--- src/sv/gsam_pkg.sv ---
// ----------------------------------------------------------------------------
// gsam_pkg
// Shared constants, types and helpers of the gain-saturating audio mixer.
// ----------------------------------------------------------------------------
package gsam_pkg;

    localparam int SOURCES            = 4;
    localparam int MAX_CHANNELS       = 8;
    localparam int GAIN_FRAC_BITS_DEF = 12;

    localparam int SAMPLE_W   = 32;
    localparam int GAIN_W     = 17;
    localparam int DEPTH_W    = 2;
    localparam int CHCNT_W    = 4;
    localparam int CNT_W      = 3;
    localparam int CFG_IDX_W  = 3;
    localparam int CFG_DATA_W = 17;
    localparam int PROD_W     = SAMPLE_W + GAIN_W;
    localparam int ACC_W      = SAMPLE_W + $clog2(SOURCES) + 1;

    // Configuration register indexes.
    localparam logic [CFG_IDX_W-1:0] REG_GAIN_ZERO   = 3'd0;
    localparam logic [CFG_IDX_W-1:0] REG_GAIN_ONE    = 3'd1;
    localparam logic [CFG_IDX_W-1:0] REG_GAIN_TWO    = 3'd2;
    localparam logic [CFG_IDX_W-1:0] REG_GAIN_THREE  = 3'd3;
    localparam logic [CFG_IDX_W-1:0] REG_OUT_DEPTH   = 3'd4;
    localparam logic [CFG_IDX_W-1:0] REG_OUT_CHANS   = 3'd5;
    localparam logic [CFG_IDX_W-1:0] REG_SRC_CHANS   = 3'd6;
    localparam logic [CFG_IDX_W-1:0] REG_SRC_DEPTHS  = 3'd7;

    // Depth codes; the code above 16 bit and the unused code both mean 32 bit.
    localparam logic [DEPTH_W-1:0] DEPTH_8  = 2'd0;
    localparam logic [DEPTH_W-1:0] DEPTH_16 = 2'd1;
    localparam logic [DEPTH_W-1:0] DEPTH_32 = 2'd2;

    localparam logic [SAMPLE_W-1:0] LIM8  = 32'd127;
    localparam logic [SAMPLE_W-1:0] LIM16 = 32'd32767;
    localparam logic [SAMPLE_W-1:0] LIM32 = 32'd2147483647;

    localparam int GAIN_LIMIT = 10;

    // Reset values of the configuration registers.
    localparam logic signed [GAIN_W-1:0]      GAIN_RESET       = 17'sd4096;
    localparam logic [DEPTH_W-1:0]            OUT_DEPTH_RESET  = DEPTH_16;
    localparam logic [CHCNT_W-1:0]            OUT_CHANS_RESET  = 4'd2;
    localparam logic [SOURCES*CHCNT_W-1:0]    SRC_CHANS_RESET  = 16'h2222;
    localparam logic [SOURCES*DEPTH_W-1:0]    SRC_DEPTHS_RESET = 8'h55;

    typedef struct packed {
        logic ld_mul;
        logic ld_term;
    } t_lane_ctl;

    typedef struct packed {
        logic [SOURCES-1:0] ld;
    } t_mrg_ctl;

    function automatic logic [SAMPLE_W-1:0] depth_limit(input logic [DEPTH_W-1:0] code);
        logic [SAMPLE_W-1:0] lim;
        case (code)
            DEPTH_8:  lim = LIM8;
            DEPTH_16: lim = LIM16;
            default:  lim = LIM32;
        endcase
        return lim;
    endfunction

endpackage

--- src/sv/gsam_lane.sv ---
// ----------------------------------------------------------------------------
// gsam_lane
// One source lane: gain limit and multiply, then scale and saturate to depth.
// ----------------------------------------------------------------------------
module gsam_lane #(
    parameter int GAIN_FRAC_BITS = gsam_pkg::GAIN_FRAC_BITS_DEF
) (
    input  logic                                  i_clk,
    input  gsam_pkg::t_lane_ctl                   i_ctl,
    input  logic signed [gsam_pkg::SAMPLE_W-1:0]  i_sample,
    input  logic signed [gsam_pkg::GAIN_W-1:0]    i_gain,
    input  logic [gsam_pkg::DEPTH_W-1:0]          i_depth,
    input  logic                                  i_active,
    output logic signed [gsam_pkg::SAMPLE_W-1:0]  o_term,
    output logic                                  o_clip
);
    import gsam_pkg::*;

    localparam int GCMP_W = GAIN_W + GAIN_FRAC_BITS + 8;
    localparam logic signed [GCMP_W-1:0] GLIM = GCMP_W'(GAIN_LIMIT) << GAIN_FRAC_BITS;

    logic signed [GCMP_W-1:0]   gain_ext;
    logic signed [GAIN_W-1:0]   gain_lim;
    logic signed [PROD_W-1:0]   r_prod;
    logic                       r_active;
    logic                       prod_neg;
    logic [PROD_W-1:0]          prod_mag;
    logic [PROD_W-1:0]          q_mag;
    logic [SAMPLE_W-1:0]        lim;
    logic                       sat;
    logic [SAMPLE_W-1:0]        m;
    logic signed [SAMPLE_W-1:0] n_term;
    logic                       n_clip;
    logic signed [SAMPLE_W-1:0] r_term;
    logic                       r_clip;

    // Gain is held to plus or minus ten before the multiply.
    always_comb begin
        gain_ext = GCMP_W'(i_gain);
        if (gain_ext > GLIM) begin
            gain_lim = GAIN_W'(GLIM);
        end else if (gain_ext < -GLIM) begin
            gain_lim = GAIN_W'(-GLIM);
        end else begin
            gain_lim = i_gain;
        end
    end

    always_ff @(posedge i_clk) begin
        if (i_ctl.ld_mul) begin
            r_prod   <= PROD_W'(i_sample) * PROD_W'(gain_lim);
            r_active <= i_active;
        end
    end

    // Scale by magnitude so that the shift truncates toward zero.
    always_comb begin
        prod_neg = r_prod[PROD_W-1];
        prod_mag = prod_neg ? PROD_W'(-r_prod) : PROD_W'(r_prod);
        q_mag    = prod_mag >> GAIN_FRAC_BITS;
        lim      = depth_limit(i_depth);
        sat      = q_mag > PROD_W'(lim);
        m        = sat ? lim : q_mag[SAMPLE_W-1:0];
        if (r_active) begin
            n_term = prod_neg ? -$signed(m) : $signed(m);
            n_clip = sat;
        end else begin
            n_term = '0;
            n_clip = 1'b0;
        end
    end

    always_ff @(posedge i_clk) begin
        if (i_ctl.ld_term) begin
            r_term <= n_term;
            r_clip <= n_clip;
        end
    end

    assign o_term = r_term;
    assign o_clip = r_clip;

endmodule

--- config.mk ---
export PLATFORM = sky130hd
export DESIGN_NAME = gsam_lane
export DESIGN_NICKNAME = d
export VERILOG_FILES = /design/src/sv/gsam_pkg.sv /design/src/sv/gsam_lane.sv
export SDC_FILE = /design/constraint.sdc
export NUM_CORES = 2
export LEC_CHECK = 0
export BUFFER_PORTS_ARGS = -buffer_cell sky130_fd_sc_hd__buf_2
export CORE_UTILIZATION = 55
export DETAILED_ROUTE_END_ITERATION = 8
export GPL_TIMING_DRIVEN = 1
export HOLD_SLACK_MARGIN = 0.12
export PLACE_DENSITY = 0.72
export SYNTH_ARGS = -nofsm -noshare
export SYNTH_HDL_FRONTEND = slang
export SYNTH_SLANG_ARGS = --single-unit
export TNS_END_PERCENT = 20
--- constraint.sdc ---
create_clock -name i_clk -period 9.85 [get_ports i_clk]
set_input_delay 0.985 -clock i_clk [delete_from_list [all_inputs] [get_ports i_clk]]
set_output_delay 0.985 -clock i_clk [all_outputs]
set_load 0.005 [all_outputs]
Word level (Yosys, flattened, before mapping)

Index checks and enable logic that the tools add are counted.

Register bits after elaboration: 83
Input port bits: 55
Output and inout port bits: 33
Logic and storage cells: 18

Add/sub/neg operators: 2
$mul: 1
Magnitude comparators: 3
Eq/ne operators: 1
Mux-type cells: 6
Reductions and logical operators: 1

Operators with widths:

| operator                                                        | count |
|---|---|
| 32-bit 2-to-1 mux                                               | 2 |
| 31-bit one-hot mux with 2 select lines                          | 1 |
| 32-bit by 17-bit multiplier with 49-bit output                  | 1 |
| 49-bit 2-to-1 mux                                               | 1 |
| 49-bit negator                                                  | 1 |
| 37-bit by 32-bit greater-than comparator with 1-bit output      | 1 |
| 17-bit 2-to-1 mux                                               | 2 |
| 32-bit negator                                                  | 1 |
| 17-bit greater-than comparator, second input constant           | 1 |
| 17-bit less-than comparator, second input constant              | 1 |
| 2-bit by 1-bit == test with 1-bit output, second input constant | 1 |
| 2-bit logical NOT                                               | 1 |

Logic depth before layout (Yosys ltp)

Depth after elaboration: 6
Mapped depth: 33
Gate-level depth less buffers: 30

Least setup slack after synthesis

Ideal clock, no wire load.

Kind: input to register
Start: input i_gain[4] in the netlist's numbering
End: register r_prod[48], data pin
Setup time: 0.260 ns
Arrival: 8.228 ns
Required time: 9.590 ns
Slack: 1.362 ns
Cell stages on the path: 30
Buffers on the path: 3
Cells stage by stage: nor4_1 nand4_1 a21oi_1 or3_1 nor2b_1 clkbuf_1 clkbuf_1 clkbuf_1 and3_1 fa_1 inv_1 fa_1 fa_1 fa_1 inv_1 fa_1 inv_1 fa_1 inv_1 ha_1 and3_1 and3_1 o211ai_1 a311oi_1 o311ai_0 o21ai_0 and3_1 a211o_1 a31oi_1 xnor2_1

Cells in the longest elaborated chain, start to end: 4
Elaborated cells between the ends (all ways): 5
Those cells by class: mul (1); order compare (2); mux (2)

RTL lines:

| item                                             | RTL line        | RTL |
|---|---|---|
| start: declaration                               | gsam_lane.sv:11 | `input logic signed [gsam_pkg::GAIN_W-1:0] i_gain,` |
| 17-bit less-than comparator                      | gsam_lane.sv:42 | `end else if (gain_ext < -GLIM) begin` |
| 17-bit 2-to-1 mux                                | gsam_lane.sv:42 |  |
| 17-bit 2-to-1 mux *                              | gsam_lane.sv:40 | `if (gain_ext > GLIM) begin` |
| 32-bit by 17-bit multiplier with 49-bit output * | gsam_lane.sv:51 | `r_prod <= PROD_W'(i_sample) * PROD_W'(gain_lim);` |
| end signal: assignment                           | gsam_lane.sv:51 |  |
| end: declaration                                 | gsam_lane.sv:24 | `logic signed [PROD_W-1:0] r_prod;` |

Every way passes the cells marked *; elsewhere a longest branch is shown, timed or not.
A chain may end at the register's enable or synchronous reset.

Final worst setup path

Start: input i_gain[2] in the netlist's numbering
End: register r_prod[48], data pin

The elaborated chain is that of the path after synthesis.

==> metrics.md <==
| Metric | Value |
|---|---|
| Global-route wire length before repair | between 100000 and 150000 um |
| Row count | 76 |
| Worst r2r src | r_prod[3] |
| # diodes | 0 |
| Initial DRC Count | about 1400 |
| Delay-heaviest family, CP | adder cells |
| Slew HR | 23.42% |
| Port-buffer cells | 87 |
| CTS tree | done |
| Via count | 18527 |
| Top FF cell, synth | edfxtp_1 |
| Reg2Reg Setup Slack | approximately 1.4 ns |
| Worst r2r path cells | 26 |
| Seq/Total Area, Yosys | 10.38% |
| Worst path max stage delay | between 0.5 and 0.6 ns |
| Most frequent CP cell | fa_1 |
| R2r endpoint | o_term[30] |
| Slowest-stage cell, CP | fa_1 |
| Overall global routing resource usage | 30.09% |
| Die Wd | approximately 210 um |
| #FFs+latches synth | 83 |
| Min-delay src | i_active |
| Post-route ant nets | 0 |
| Kind of critical path | primary input to flop |
| Initial antenna violation count | 1 |
| Synth unique cells | 64 |
| Starting Density | between 50% and 60% |
| Postcts setup bufs | 0 |
| Slew at the pin closest to its max-slew limit | roughly 1.1 ns |
| Area growth, synth to finish | 5.292% |
| Achievable frequency | 106.6 MHz |
| Vias in the first global route | 20023 |
| H-tree depth | 3 |
| Fin nets | between 3000 and 4000 |
| Hold EP | r_active |
| Slew Limit Fails | 0 |
| Clk Latency, worst-skew pair | 0.34 ns |
| Gr ovfl total | 0 |
| Clock tree buffer depth | 2 |
| Fillers | 3745 |
| Hold depth | 1 |
| Min-Delay Path Class | primary input to flop |
| Clock root buffer | clkbuf_16 |
| Share of flip-flops with an asynchronous set or reset | 0% |
| Die ar. | roughly 45000 um^2 |
| Synthesized instance count | around 2600 |
| Post-DR wirelength/cell | between 15 and 20 um |
| Drt first pass iters | 5 |
| Skew final | about 0.006 ns |
| Crit share post-route | 95.26% |
| Pin count of the biggest net entering global routing | 95 |
| CP endpoint kind | flop |
| Final core occ | between 50% and 60% |
| Post-DP HPWL | approximately 50000 um |
| DR DRC count | 0 |
| GPL Wtd Cong | 0.9805 |
| Worst-path clk slew | about 0.060 ns |
| Post-synth EDFFs | 83 |
| Final hold viol count | 0 |
| Synthesized area per cell | 9.126 um^2 |
| Layout cells sized above 1 | around 6.3% |
| Outcome | completed |
| Synthesized area | 24020 um^2 |
| Req. time, crit path | about 10 ns |
| Critical Path AT | approximately 9.5 ns |
| Number of buffers and inverters on the critical path | 6 |
| Setup repair after global routing missed its margin | false |
| Core area | between 40000 and 50000 um^2 |
| # IOs | 88 |
| Post-Syn Nets | 3349 |
| DR vias/cell | 5.743 |
| DIE HEIGHT | 211.0 um |
| # setup viols final | 0 |
| Final wirelength | approximately 63000 um |
| Minimum clock period after layout | around 9.4 ns |
| Crit Path Max Fanout | 94 |
| # clock sinks | 83 |
| CTS Buf Count | 9 |
| Warnings, synthesis | 0 |
| # Max-Cap Violations | 0 |
| Critical Path Source Type | primary input |
-- synthesized netlist by cell type, drive strengths merged (54+ instances only) --
| cell type | number | share of area [%] |
|---|---|---|
| xnor2 | 71 | 2.6 |
| and2 | 83 | 2.2 |
| ha | 141 | 7.3 |
| a21oi | 54 | 1.1 |
| nand2 | 337 | 5.3 |
| clkbuf | 121 | 1.9 |
| inv | 554 | 8.7 |
| and3 | 186 | 4.8 |
| o21ai | 83 | 1.7 |
| edfxtp | 83 | 10 |
| fa | 521 | 43 |
| nor2 | 94 | 1.5 |
-- logic make-up after synthesis --
logic type / synth area share [%]
adder cells (fa/ha/maj): 50.77
AO/OA/AOI/OAI: 6.845
AND/OR/NAND/NOR: 17.34
buffers and inverters: 10.74
multiplexers: 0.4324
flip-flops: 10.38
XOR/XNOR: 3.501
-- repair_timing --
action | CTS | global route
hold buffers | 0 | 0
endpoints found under the hold margin | 0 | 0
gates resized for setup | 0 | 3
endpoints found under the setup margin | 0 | 5
-- worst max path at each step --
stage               depth (start not counted)  startpoint    endpoint  slack (ns)
detailed placement                         28  i_gain[12]  r_prod[48]       -0.05
floorplan                                  30   i_gain[4]  r_prod[48]        1.36
CTS                                        28  i_gain[12]  r_prod[48]        0.30
global placement                           28   i_gain[0]  r_prod[48]        0.16
global route                               31   i_gain[2]  r_prod[47]      0.0009
finish                                     28   i_gain[2]  r_prod[48]        0.47
-- per-layer routing --
layer / share of wire, % / GRT usage, %
met3: 8.1 / 5.040
met5: 0.019 / 0
met4: 3.8 / 11.04
met1: 40 / 38.97
met2: 48 / 50.97
-- worst register-to-register path: stages (launching register included) --
cell and delay [ns]:
edfxtp_1 0.40, or4_1 0.57, nor3_1 0.71, nand3_2 0.37, or3b_2 0.59, nand2b_1 0.20, nand2_1 0.10, xor2_1 0.38
inv_1 0.10, ha_1 0.34, nand2_1 0.09, a21oi_1 0.04, a221oi_1 0.44, o211ai_1 0.21, a41oi_1 0.31, o31a_1 0.23
o21a_1 0.14, buf_4 0.26, and2_1 0.21, ha_1 0.21, o21ai_0 0.21, or3_4 0.44, or4_4 0.50, or2_4 0.26
o31a_1 0.31, or4_1 0.51, a21oi_1 0.15
-- cell type report --
type	instances	area [um^2]	area share, %
Timing Repair Buffer	125	733.2	2.899
Tap cell	585	732.0	2.894
Inverter	554	2079	8.222
Clock buffer	9	225.2	0.8905
Sequential cell	83	2492	9.855
Clock inverter	7	58.81	0.2325
Multi-Input combinational cell	1863	18970	75.01
-- sequential cells by signal (all words and copies together) (netlist names) --
signal and count:
r_active 1, o_clip 1, r_prod 49, o_term 32
-- stage by stage --
stage	worst slack (ns)	TNS [ns]	hold slack [ns]	std cells	cell area [um^2]
after CTS	0.3041	0	0.8065	3226	25280
after floorplan	1.362	0	0.6530	2632	24020
after global routing	0.0008571	0	0.8106	3226	25290
after global placement	0.1611	0	0.8807	3210	25000
final	0.4673	0	0.8173	3226	25290
after detailed placement	-0.04592	-0.04592	0.9204	3210	25000
-- cells in the final DEF, fill, tap and decap left out, types with 37 or more instances in the layout --
| cell | count |
|---|---|
| nand2_1 | 337 |
| buf_4 | 37 |
| buf_2 | 87 |
| o21ai_0 | 80 |
| nor2_1 | 94 |
| and3_1 | 186 |
| edfxtp_1 | 83 |
| inv_1 | 554 |
| xnor2_1 | 71 |
| fa_1 | 521 |
| a21oi_1 | 54 |
| ha_1 | 141 |
| and2_1 | 83 |
Power is left out: the tool's default activity adds up to more than one toggle a clock period on the data nets, which glitch-free logic cannot reach.
