File: config.mk
export PLATFORM = sky130hd
export DESIGN_NAME = gsam_merge
export DESIGN_NICKNAME = d
export VERILOG_FILES = /design/src/sv/gsam_pkg.sv /design/src/sv/gsam_merge.sv
export SDC_FILE = /design/constraint.sdc
export NUM_CORES = 1
export LEC_CHECK = 0
export ABC_AREA = 1
export BUFFER_PORTS_ARGS = -buffer_cell sky130_fd_sc_hd__buf_2
export CAP_MARGIN = 10
export CORE_ASPECT_RATIO = 1.75
export CORE_MARGIN = 5
export CORE_UTILIZATION = 39
export CTS_CLUSTER_SIZE = 25
export DETAILED_ROUTE_END_ITERATION = 7
export SLEW_MARGIN = 20
export SYNTH_ARGS = -nofsm -noshare
export SYNTH_HDL_FRONTEND = slang
export SYNTH_SLANG_ARGS = --single-unit
File: constraint.sdc
create_clock -name i_clk -period 7.5 [get_ports i_clk]
set_input_delay 0.375 -clock i_clk [delete_from_list [all_inputs] [get_ports i_clk]]
set_output_delay 0.375 -clock i_clk [all_outputs]
set_load 0.03 [all_outputs]
File: src/sv/gsam_pkg.sv
// ----------------------------------------------------------------------------
// gsam_pkg
// Shared constants, types and helpers of the gain-saturating audio mixer.
// ----------------------------------------------------------------------------
package gsam_pkg;

    localparam int SOURCES            = 4;
    localparam int MAX_CHANNELS       = 8;
    localparam int GAIN_FRAC_BITS_DEF = 12;

    localparam int SAMPLE_W   = 32;
    localparam int GAIN_W     = 17;
    localparam int DEPTH_W    = 2;
    localparam int CHCNT_W    = 4;
    localparam int CNT_W      = 3;
    localparam int CFG_IDX_W  = 3;
    localparam int CFG_DATA_W = 17;
    localparam int PROD_W     = SAMPLE_W + GAIN_W;
    localparam int ACC_W      = SAMPLE_W + $clog2(SOURCES) + 1;

    // Configuration register indexes.
    localparam logic [CFG_IDX_W-1:0] REG_GAIN_ZERO   = 3'd0;
    localparam logic [CFG_IDX_W-1:0] REG_GAIN_ONE    = 3'd1;
    localparam logic [CFG_IDX_W-1:0] REG_GAIN_TWO    = 3'd2;
    localparam logic [CFG_IDX_W-1:0] REG_GAIN_THREE  = 3'd3;
    localparam logic [CFG_IDX_W-1:0] REG_OUT_DEPTH   = 3'd4;
    localparam logic [CFG_IDX_W-1:0] REG_OUT_CHANS   = 3'd5;
    localparam logic [CFG_IDX_W-1:0] REG_SRC_CHANS   = 3'd6;
    localparam logic [CFG_IDX_W-1:0] REG_SRC_DEPTHS  = 3'd7;

    // Depth codes; the code above 16 bit and the unused code both mean 32 bit.
    localparam logic [DEPTH_W-1:0] DEPTH_8  = 2'd0;
    localparam logic [DEPTH_W-1:0] DEPTH_16 = 2'd1;
    localparam logic [DEPTH_W-1:0] DEPTH_32 = 2'd2;

    localparam logic [SAMPLE_W-1:0] LIM8  = 32'd127;
    localparam logic [SAMPLE_W-1:0] LIM16 = 32'd32767;
    localparam logic [SAMPLE_W-1:0] LIM32 = 32'd2147483647;

    localparam int GAIN_LIMIT = 10;

    // Reset values of the configuration registers.
    localparam logic signed [GAIN_W-1:0]      GAIN_RESET       = 17'sd4096;
    localparam logic [DEPTH_W-1:0]            OUT_DEPTH_RESET  = DEPTH_16;
    localparam logic [CHCNT_W-1:0]            OUT_CHANS_RESET  = 4'd2;
    localparam logic [SOURCES*CHCNT_W-1:0]    SRC_CHANS_RESET  = 16'h2222;
    localparam logic [SOURCES*DEPTH_W-1:0]    SRC_DEPTHS_RESET = 8'h55;

    typedef struct packed {
        logic ld_mul;
        logic ld_term;
    } t_lane_ctl;

    typedef struct packed {
        logic [SOURCES-1:0] ld;
    } t_mrg_ctl;

    function automatic logic [SAMPLE_W-1:0] depth_limit(input logic [DEPTH_W-1:0] code);
        logic [SAMPLE_W-1:0] lim;
        case (code)
            DEPTH_8:  lim = LIM8;
            DEPTH_16: lim = LIM16;
            default:  lim = LIM32;
        endcase
        return lim;
    endfunction

endpackage

File: src/sv/gsam_merge.sv
// ----------------------------------------------------------------------------
// gsam_merge
// Sums the lane terms in source order, one addition per stage, then clamps
// the sum to the output depth in the output register.
// ----------------------------------------------------------------------------
module gsam_merge (
    input  logic                                                 i_clk,
    input  gsam_pkg::t_mrg_ctl                                   i_ctl,
    input  logic signed [gsam_pkg::SOURCES-1:0][gsam_pkg::SAMPLE_W-1:0] i_term,
    input  logic [gsam_pkg::SOURCES-1:0]                         i_clip,
    input  logic [gsam_pkg::DEPTH_W-1:0]                         i_out_depth,
    output logic signed [gsam_pkg::SAMPLE_W-1:0]                 o_mixed,
    output logic                                                 o_clip
);
    import gsam_pkg::*;

    localparam logic signed [ACC_W-1:0] ALIM32 = ACC_W'(LIM32);

    logic                                       out32;
    logic signed [ACC_W-1:0]                    r_acc   [1:SOURCES-1];
    logic [SOURCES-1:0][SAMPLE_W-1:0]           r_terms [1:SOURCES-1];
    logic                                       r_clip  [1:SOURCES-1];
    logic signed [ACC_W-1:0]                    final_lim;
    logic signed [ACC_W-1:0]                    last_acc;
    logic signed [SAMPLE_W-1:0]                 n_mixed;
    logic                                       n_clip;
    logic signed [SAMPLE_W-1:0]                 r_mixed;
    logic                                       r_oclip;

    assign out32 = (i_out_depth != DEPTH_8) && (i_out_depth != DEPTH_16);

    genvar k;
    generate
        for (k = 1; k < SOURCES; k++) begin : g_add
            logic signed [ACC_W-1:0]          acc_in;
            logic signed [SAMPLE_W-1:0]       term_in;
            logic [SOURCES-1:0][SAMPLE_W-1:0] terms_in;
            logic                             clip_in;
            logic signed [ACC_W-1:0]          sum;
            logic signed [ACC_W-1:0]          n_acc;
            logic                             n_sclip;

            if (k == 1) begin : g_first
                assign acc_in   = ACC_W'($signed(i_term[0]));
                assign term_in  = i_term[1];
                assign terms_in = i_term;
                assign clip_in  = |i_clip;
            end else begin : g_rest
                assign acc_in   = r_acc[k-1];
                assign term_in  = $signed(r_terms[k-1][k]);
                assign terms_in = r_terms[k-1];
                assign clip_in  = r_clip[k-1];
            end

            // The running sum saturates at full scale only for 32-bit output.
            always_comb begin
                sum     = acc_in + ACC_W'(term_in);
                n_acc   = sum;
                n_sclip = clip_in;
                if (out32 && (sum > ALIM32)) begin
                    n_acc   = ALIM32;
                    n_sclip = 1'b1;
                end else if (out32 && (sum < -ALIM32)) begin
                    n_acc   = -ALIM32;
                    n_sclip = 1'b1;
                end
            end

            always_ff @(posedge i_clk) begin
                if (i_ctl.ld[k-1]) begin
                    r_acc[k]   <= n_acc;
                    r_terms[k] <= terms_in;
                    r_clip[k]  <= n_sclip;
                end
            end
        end
    endgenerate

    always_comb begin
        final_lim = ACC_W'(depth_limit(i_out_depth));
        last_acc  = r_acc[SOURCES-1];
        n_clip    = r_clip[SOURCES-1];
        if (last_acc > final_lim) begin
            n_mixed = SAMPLE_W'(final_lim);
            n_clip  = 1'b1;
        end else if (last_acc < -final_lim) begin
            n_mixed = SAMPLE_W'(-final_lim);
            n_clip  = 1'b1;
        end else begin
            n_mixed = SAMPLE_W'(last_acc);
        end
    end

    always_ff @(posedge i_clk) begin
        if (i_ctl.ld[SOURCES-1]) begin
            r_mixed <= n_mixed;
            r_oclip <= n_clip;
        end
    end

    assign o_mixed = r_mixed;
    assign o_clip  = r_oclip;

endmodule

After elaboration in Yosys (flattened, before gate mapping)
Memory sizes are Yosys's and may differ from the RTL's. A register that Yosys moved wholly into a read port is not among the register bits.
Index checks and enable logic that the tools add are counted.
{"block": "word_totals", "elab_cells": 50, "ram_bits": 492, "ff_bits": 32, "n_memories": 3, "output_inout_bits": 33}
{"memory": "r_terms", "depth": 3, "word_bits": 128, "rd": 2, "rd_clocked_by_memory_dff": 0, "write_ports": 3, "line_no": "gsam_merge.sv:21", "source": "logic [SOURCES-1:0][SAMPLE_W-1:0] r_terms [1:SOURCES-1];"}
{"memory": "r_acc", "depth": 3, "word_bits": 35, "rd": 3, "rd_clocked_by_memory_dff": 0, "write_ports": 3, "line_no": "gsam_merge.sv:20", "source": "logic signed [ACC_W-1:0] r_acc [1:SOURCES-1];"}
{"memory": "r_clip", "depth": 3, "word_bits": 1, "rd": 3, "rd_clocked_by_memory_dff": 1, "write_ports": 3, "line_no": "gsam_merge.sv:22", "source": "logic r_clip [1:SOURCES-1];"}
{"block": "classes", "reduce_logical": 11, "n_addsub": 4, "order_cmp": 8, "eq_ne": 2, "mux": 21}
{"op": "$mux W35", "count": 6}
{"op": "$add A35 B32 Y35", "count": 2}
{"op": "$gt A35 B32 Y1 const B", "count": 2}
{"op": "$lt A35 B32 Y1 const B", "count": 2}
{"op": "$mux W32", "count": 2}
{"op": "$pmux W31 S2", "count": 1}
{"op": "$gt A35 B33 Y1", "count": 1}
{"op": "$lt A35 B35 Y1", "count": 1}
{"op": "$neg A32 Y35", "count": 1}
{"op": "$add A32 B32 Y33", "count": 1}
{"op": "$gt A33 B32 Y1 const B", "count": 1}
{"op": "$lt A33 B32 Y1 const B", "count": 1}
{"op": "$mux W1", "count": 12}
{"op": "$logic_and A1 B1 Y1", "count": 7}
{"op": "$reduce_or A4 Y1", "count": 1}
{"op": "$eq A2 B1 Y1 const B", "count": 1}
{"op": "$logic_not A2 Y1", "count": 1}
{"op": "$ne A2 B1 Y1 const B", "count": 1}
{"op": "$reduce_bool A2 Y1", "count": 1}
{"op": "$reduce_or A2 Y1", "count": 1}

Logic depth before layout (Yosys ltp)
{"block": "depth", "depth_word": 6, "depth_mapped": 23, "mapped_depth_nobuf": 22}

Worst setup path after synthesis
No wires, ideal clock.
{"block": "synth_timing", "path_kind": "input to register", "startpoint": "in i_out_depth[1] (netlist name)", "endpoint": "reg r_mixed[11], in the netlist o_mixed[11], data pin", "arrival_ns": 2.960, "setup_time_ns": 0.268, "slack_ns": 4.273, "cell_stages": 15, "t_required_ns": 7.232, "path_cell_list": "clkbuf_1 > nor2_1 > inv_1 > ha_1 > nor4_1 > nand2_1 > o211ai_1 > nand2_1 > o211ai_1 > nand2_1 > nand2_1 > inv_1 > buf_4 > nand2_1 > nand3_1"}
{"block": "synth_via", "elab_chain_cells": 6, "elab_cells_between_ends": 8, "classes_between": "1 x add/sub; 2 x order compare; 1 x eq/ne; 3 x mux; 1 x reduce/logical"}
{"item": "start: declaration", "line_no": "gsam_merge.sv:11", "source": "input logic [gsam_pkg::DEPTH_W-1:0] i_out_depth,"}
{"item": "$eq A2 B1 Y1 / $logic_not A2 Y1 (equally long branches)", "line_no": "gsam_pkg.sv:60", "source": "case (code)"}
{"item": "$pmux W31 S2 (*)", "line_no": "gsam_pkg.sv:60"}
{"item": "$neg A32 Y35", "line_no": "gsam_merge.sv:87", "source": "n_mixed = SAMPLE_W'(-final_lim);"}
{"item": "$lt A35 B35 Y1", "line_no": "gsam_merge.sv:86", "source": "end else if (last_acc < -final_lim) begin"}
{"item": "$mux W32", "line_no": "gsam_merge.sv:86"}
{"item": "$mux W32 (*)", "line_no": "gsam_merge.sv:83", "source": "if (last_acc > final_lim) begin"}
{"item": "via n_mixed[11]", "line_no": "gsam_merge.sv:25", "source": "logic signed [SAMPLE_W-1:0] n_mixed;"}
{"item": "end signal: assignment", "line_no": "gsam_merge.sv:96", "source": "r_mixed <= n_mixed;"}
{"item": "end: declaration", "line_no": "gsam_merge.sv:27", "source": "logic signed [SAMPLE_W-1:0] r_mixed;"}
The timed path passes the listed nets; every way through them passes the cells marked *.
A chain may end at the register's enable or synchronous reset.

Final worst setup path
{"block": "layout_timing", "startpoint": "in i_out_depth[1] (netlist name)", "endpoint": "reg r_mixed[30], in the netlist o_mixed[30], data pin"}
The elaborated chain is that of the path after synthesis.

==> flow_metrics.env <==
export IMPL_grt_ovfl_total=0
export IMPL_synth_avg_cell_area_um2=7.88
export IMPL_slowest_stage="nor2_1"
export IMPL_synth_top_area_share_pct=42.2
export IMPL_cts_buffers=23
export IMPL_criticalPathCategory="in -> reg"
export IMPL_seqPwrFrac_pct=35.1
export IMPL_clockPowerShare_pct=20.4
export IMPL_grt_util_met2_pct=42.5
export IMPL_cts_sinks=235
export IMPL_synthMostInstantiatedCell="nand2_1"
export IMPL_clock_skew_ps=11.9
export IMPL_grt_pass1_vias=15130
export IMPL_cp_start_kind="input pin"
export IMPL_maxCapViolations=0
export IMPL_reg2reg_depth=17
export IMPL_netlist_area_um2=16700
export IMPL_met1_usage_pct=16.4
export IMPL_vias=14457
export IMPL_dp_hpwl_um=40300
export IMPL_cpMostUsedCell="nand2_1"
export IMPL_fin_crit_ps=3830
export IMPL_leakage_nw=9.13
export IMPL_rsz0062_at_grt="no"
export IMPL_core_um2=42500
export IMPL_min_period_over_period_pct=51.0
export IMPL_cts_tree="done"
export IMPL_cts_max_level=1
export IMPL_yosysUniqueCellTypes=48
export IMPL_final_max_slew_viol_count=0
export IMPL_ys_seq_area_share_pct=42.2
export IMPL_synthCells=2122
export IMPL_clockBufferDepth=3
export IMPL_power_density_nw_per_um2=308
export IMPL_status="completed"
export IMPL_slew_headroom_pct=43.1
export IMPL_arrival_ps=4220
export IMPL_end_kind="register"
export IMPL_nNetsFinal=2596
export IMPL_synth_common_cells="nand2_1, inv_1, edfxtp_1"
export IMPL_synthesis_nets=2411
export IMPL_drt_iter0_drc=508
export IMPL_syn_to_final_growth_pct=13.7
export IMPL_swShare_pct=41.2
export IMPL_min_path_cells=1
export IMPL_postRouteAntennaNets=0
export IMPL_num_antenna_cells=0
export IMPL_combPwrFrac_pct=44.5
export IMPL_dp_cells=2830
export IMPL_initial_utilization_pct=39.3
export IMPL_num_io_pins=172
export IMPL_place_ws_ps=3070
export IMPL_fillers=4425
export IMPL_synth_ff_type="edfxtp_1"
export IMPL_grt_busiest_layer="met2"
export IMPL_synthArstFlopShare_pct=0
export IMPL_finalWeightedCongestion=0.984
export IMPL_grt_pass1_wl_um=74500
export IMPL_fmax_mhz=261
export IMPL_yosys_warnings=0
export IMPL_fp_row_count=100
export IMPL_grt_max_degree=69
export IMPL_die_w_um=167
export IMPL_ys_seq_elements=235
export IMPL_met3_usage_pct=2.03
export IMPL_postLayoutSetupSlackWorst_ps=3670
export IMPL_clkLatencyLatePin_ps=530
export IMPL_grt_total_usage_pct=19.7
export IMPL_fin_cells=2884
export IMPL_firstDrtPassIters=5
export IMPL_finalSetupViolCount=0
export IMPL_antenna_found_initial=1
export IMPL_cp_required_ps=7890
export IMPL_drive_gt1_share_pct=10.6
export IMPL_synth_edf_count=235
export IMPL_hold_viol=0
export IMPL_clkTransAtPathRegs_ps=60
export IMPL_yosys_top_cells_area="edfxtp_1, nand2_1, ha_1"
export IMPL_path_cells="buf_2 -> nor2_1 -> inv_1 -> ha_1 -> inv_1 -> a21o_1 -> a221oi_1 -> o211ai_1 -> nand2_1 -> o211ai_1 -> nand2_1 -> nand2_1 -> inv_1 -> nand2_1 -> nand2_1"
export IMPL_tightest_slew_ps=853
export IMPL_route_detailed_drc=0
export IMPL_die_area_um2=47300
export IMPL_fin_setup_tns_ps=0
export IMPL_p_switching_mw=2.42
export IMPL_slowest_delay_ps=620
export IMPL_cts_resized=0
export IMPL_cp_max_fo=24
export IMPL_wl_per_cell_um=16.5
export IMPL_fp_dieH_um=284
export IMPL_irDropWorstVdd_v=0.000194
export IMPL_holdCritPathClass="in -> reg"
export IMPL_yosysTopAreaCell="edfxtp_1"
export IMPL_p_int_mw=3.45
export IMPL_avgViaCountPerCell=5.01
export IMPL_cts_root_buf="clkbuf_16"
export IMPL_wl_um=47500
export IMPL_portBuffers=171
## kinds of logic (layout without fill, tap and decap cells)
| kind of cell | Yosys count | after routing | synth area share, % |
|---|---|---|---|
| AND/OR/NAND/NOR | 1169 | 1169 | 29.2 |
| buffers and inverters | 295 | 496 | 7.21 |
| AO/OA/AOI/OAI | 237 | 237 | 8.02 |
| flip-flops | 235 | 235 | 42.2 |
| adder cells (fa/ha/maj) | 150 | 150 | 11.4 |
| XOR/XNOR | 36 | 36 | 1.98 |
## path summary, 6_finish.rpt
path / from / end / slack [ps]
setup / recovery: i_out_depth[1] / o_mixed[30] / 3670
hold / removal: i_term[123] / r_terms[1][123] / 20
setup reg to reg: r_acc[0][70] / r_acc[0][136] / 3930
hold reg to reg: r_terms[1][106] / r_terms[2][106] / 420
## through the flow
stage	instance area, µm²	hold slack, ps	total power [mW]	util, %
final	19000	21.6	5.86	44.7
after global routing	19000	2.25	6.35	44.7
after CTS	19000	0.0141	5.92	44.7
after detailed placement	18100	405	4.69	42.6
after global placement	18100	405	4.65	42.6
after floorplan	16700	400	3.98	-
## cells in the final DEF (no fill, tap or decap), types with 28 or more instances in the layout
master / count
o21ai_0: 50
a21oi_1: 129
edfxtp_1: 235
nand3_1: 118
inv_1: 265
xor2_1: 28
buf_2: 170
nor2_1: 199
nand2_1: 725
nand3b_1: 28
ha_1: 147
nand4_1: 37
## worst max-delay path, delay by kind of cell
kind            cells  cell delay (ps)
fa+ha+maj           1              410
simple gates        6             1350
compound gates      4              800
buf+inv             4             1240
## flip-flops by register name (all words and copies together), names as in the netlist
signal   flops
o_mixed     32
r_acc      103
o_clip       1
r_clip       3
r_terms     96
## cell type report
class	count	area, µm²	area share [%]
timing repair buffer	187	1010	5.32
tap	561	702	3.69
inverter	268	1010	5.29
multi-input combinational	1592	8470	44.5
clock inverter	14	184	0.967
sequential	235	7060	37.1
clock buffer	27	591	3.11
## power by group through the flow
| stage | combinational [mW] | clock [mW] | sequential [mW] |
|---|---|---|---|
| floorplan | 1.86 | 0 | 2.12 |
| global placement | 2.56 | 0 | 2.09 |
| detailed placement | 2.61 | 0 | 2.09 |
| CTS | 2.62 | 1.23 | 2.06 |
| global route | 2.98 | 1.28 | 2.09 |
| finish | 2.61 | 1.20 | 2.06 |
## routing by layer
layer / wire length (µm) / up-vias
li1: - / 7426
met2: 28100 / 344
met1: 14700 / 6542
met5: 0 / -
met4: 3110 / 0
met3: 1580 / 145
## timing repair
action	CTS	global route
setup buffers	0	0
hold buffers	13	0
hold endpoints to repair	13	0
setup endpoints to repair	0	0
No activity file was read; power rests on OpenSTA's default activity.
